--- config.mk ---
export PLATFORM = sky130hd
export DESIGN_NAME = fabt_ram
export DESIGN_NICKNAME = d
export VERILOG_FILES = /design/src/design/fabt_ram.sv
export SDC_FILE = /design/constraint.sdc
export NUM_CORES = 2
export LEC_CHECK = 0
export CORE_UTILIZATION = 59
export CTS_BUF_LIST = sky130_fd_sc_hd__clkbuf_4 sky130_fd_sc_hd__clkbuf_8
export DETAILED_ROUTE_END_ITERATION = 8
export DONT_BUFFER_PORTS = 1
export PLACE_DENSITY = 0.78
export SETUP_SLACK_MARGIN = 0.5
export SYNTH_ARGS = -nofsm -noshare
export SYNTH_HDL_FRONTEND = slang
export SYNTH_SLANG_ARGS = --single-unit
--- constraint.sdc ---
create_clock -name aclk -period 3.49 [get_ports aclk]
set_clock_uncertainty 0.05 [all_clocks]
set_input_delay 0.5235 -clock aclk [delete_from_list [all_inputs] [get_ports aclk]]
set_output_delay 0.5235 -clock aclk [all_outputs]
set_load 0.02 [all_outputs]
--- src/design/fabt_ram.sv ---
// Generic single-port RAM with registered read.
module fabt_ram #(
    parameter int WIDTH = 32,
    parameter int DEPTH = 64
) (
    input  logic                     aclk,
    input  logic                     we,
    input  logic [$clog2(DEPTH)-1:0] addr,
    input  logic [WIDTH-1:0]         wdata,
    output logic [WIDTH-1:0]         rdata
);
    logic [WIDTH-1:0] mem [DEPTH];

    always_ff @(posedge aclk) begin
        if (we) begin
            mem[addr] <= wdata;
        end
        rdata <= mem[addr];
    end
endmodule
==> metrics <==
Worst Path Class, Setup in2reg; syn_nets 4279; max-slew violation total from the final report between 200 and 250; via count of the first global-routing pass approximately 44000; Post-Route Utilization 0.686; Core Box Area about 130000 µm²; initial standard-cell utilization of the core 0.597; maximum number of pins on one net before global-route repair around 430; Max Fclk around 220 MHz; launching element of the worst setup path addr[2]; post-synthesis instance total between 4000 and 5000; insertion delay to the later sink of the worst-skew pair 1050 ps; final hold vios 0; count of flip-flops with a built-in enable after synthesis 2048; TritonCTS Buffers approximately 330; chip height ~370 µm; cell area after layout ~91000 µm²; Peak supply drop around 0.45 mV; Post-Synthesis Cell Area slightly below 80000 µm²; Hold Path Depth 3; register area share after synthesis 0.787; Avg Cell Area, Syn 18.6 µm²; power density over the cells 555 nW/µm²; Required @ worst endpoint approximately 4400 ps; GP Congestion just under 0.9; register bit count reported by yosys 2080; status finished with violations; DIE AREA 135000 µm²; Sink Count between 2000 and 2500; placed wire-length estimate after detailed placement between 100000 and 150000 µm; startpoint of the lowest-slack register-to-register path mem[23][29]; violated checks max-slew violations, negative setup slack; largest fanout on the critical path between 400 and 500; CTS tree done; library cells used by synthesis between 50 and 60; most common library cell in the layout ignoring fill and taps edfxtp_1; final WL 211000 µm; GR Overflow Total 0; maximum clock insertion buffer count 4; GRT Overall Usage 0.310; HP Start addr[1]; quantity of I/O buffers inserted on ports 0; chip width ~370 µm; DR vias/cell between 6 and 7; Slew headroom -0.761; Ys Warns 0; Leak Pwr just under 30 nW; most used cells in the layout excluding fill and tap cells edfxtp_1, clkbuf_8, mux2i_1, a22oi_1, buf_4; crit path capture type flip-flop; CTS Root Buffer Type clkbuf_8; post-placement cell area between 80000 and 90000 µm²; Synth-to-Final Area Change 14.8%; routed vias roughly 45000; number of nets with antenna violations after routing 0; number of DRC violations after detailed-routing iteration 0 7329; mean routed wirelength per cell 32.1 µm; wire length of the first global-routing pass about 300000 µm; clock transition at the registers of the reported paths approximately 60 ps; startpoint kind of the worst setup timing path primary input; antenna violations before repair 9; actual transition at the worst max-transition pin between 2000 and 3000 ps; HP Class in2reg; Pre-Repair DR Iteration Count 6; post-route setup slack -1100 ps; number of maximum-capacitance constraint violations 0; number of standard-cell rows in the floorplan ~130; final period utilization 1.31; H-Tree Depth 5; number of buffers inserted to repair setup after CTS 0; ports placed on the boundary 72; number of inserted filler cells in the final layout between 7000 and 8000; final setup vio count 25; Reg2Reg Depth 5; share of cells above drive strength 1 0.229; Nets approximately 4600; critical path arrival ~5500 ps; fraction of registers with async set/reset 0; DRC violations left 0; RSZ-0062 raised after global routing true; commonest register cell after synthesis edfxtp_1; shortest period the worst path allows around 4600 ps
[per-layer routing]
layer	vias up	wire, µm	track usage
li1	18400	-	-
met1	22600	75800	0.434
met2	3534	96500	0.464
met3	560	31200	0.0960
met4	8	7670	0.111
met5	-	53	0
[flip-flops by register name, summed over array words and instances, names as in the netlist]
register / flops
mem: 2048
rdata: 32
[power breakdown]
| group | internal, mW | total, mW | leakage [nW] | switching, mW |
|---|---|---|---|---|
| clock | 10.7 | 19.9 | 3.31 | 9.18 |
| combinational | 0.952 | 2.52 | 7.57 | 1.57 |
| sequential | 27.7 | 27.9 | 18.7 | 0.224 |
| total | 39.3 | 50.3 | 29.6 | 11.0 |
[kinds of logic (layout without fill, tap and decap cells)]
group | count (synthesis) | in the layout | share of synthesized area
other | 0 | 5 | 0
AOI/OAI and AO/OA | 933 | 933 | 0.0866
muxes | 502 | 502 | 0.0812
buffers and inverters | 300 | 885 | 0.0168
and+or+nand+nor | 424 | 424 | 0.0281
DFF | 2080 | 2080 | 0.787
[layout make-up]
type	count	area [µm²]	area share
diodes	5	12.5	0.000138
clock buffers	455	5600	0.0618
clock inverters	115	621	0.00685
inverters	2	15.0	0.000166
multi-input cells	1859	16200	0.178
flip-flops and latches	2080	62100	0.686
well taps	1755	2200	0.0242
repair buffers	313	3830	0.0423
[cells in the mapped netlist, types with 5 or more instances]
library cell	count	area, µm²
edfxtp_1	2048	61500
mux2i_1	259	2590
a22oi_1	188	1410
a221oi_1	175	1530
clkbuf_1	168	631
mux2_2	147	1660
nor2_1	145	544
a21oi_1	121	606
mux4_2	96	2160
o22ai_1	93	582
and3_1	85	532
o21ai_0	84	420
buf_2	83	415
o22a_1	70	613
a22o_1	66	578
nand3_1	54	270
a31oi_1	43	269
buf_1	33	124
dfxtp_1	32	641
nand2_1	28	105
nor3_1	22	110
nand2b_1	18	113
a211oi_1	17	128
a222oi_1	16	160
a2111oi_0	15	131
a221o_1	15	150
o2bb2ai_1	15	131
or4_1	15	113
nor4_1	14	87.6
or4b_1	14	140
buf_4	8	60.1
nor2b_1	8	50.1
o221ai_1	6	52.6
and2_1	5	31.3
[per-stage QoR]
step                      hold WS [ps]  total power, mW  setup TNS (ps)  cells  worst slack [ps]
after global placement             549             30.2           -14.6   5936             -14.6
after CTS                         13.6             50.3               0   6579               579
final                             48.4             50.3           -6670   6584             -1100
after detailed placement           559             30.2           -74.4   5936             -74.4
after floorplan                    514             29.7               0   4239               518
after global routing              40.6             51.5               0   6581               437
[worst max-delay path: stages]
cell	delay (ps)
nor2_4	1430
buf_4	470
a22oi_1	150
a21boi_0	290
o311ai_0	170
dlygate4sd3_1	590
nand4_1	80
dlygate4sd3_1	550
[path summary, 6_finish.rpt]
path	endpoint	slack [ps]
worst max-delay path	rdata[0]	-1100
worst min-delay path	rdata[30]	50
worst max register to register	rdata[29]	590
worst min register to register	rdata[25]	580
[timing repair]
item	CTS	global route
hold buffers	73	0
endpoints found under the hold margin	2072	0
endpoints found under the setup margin	0	2
resized for setup	0	2
No activity file was read; power rests on OpenSTA's default activity.
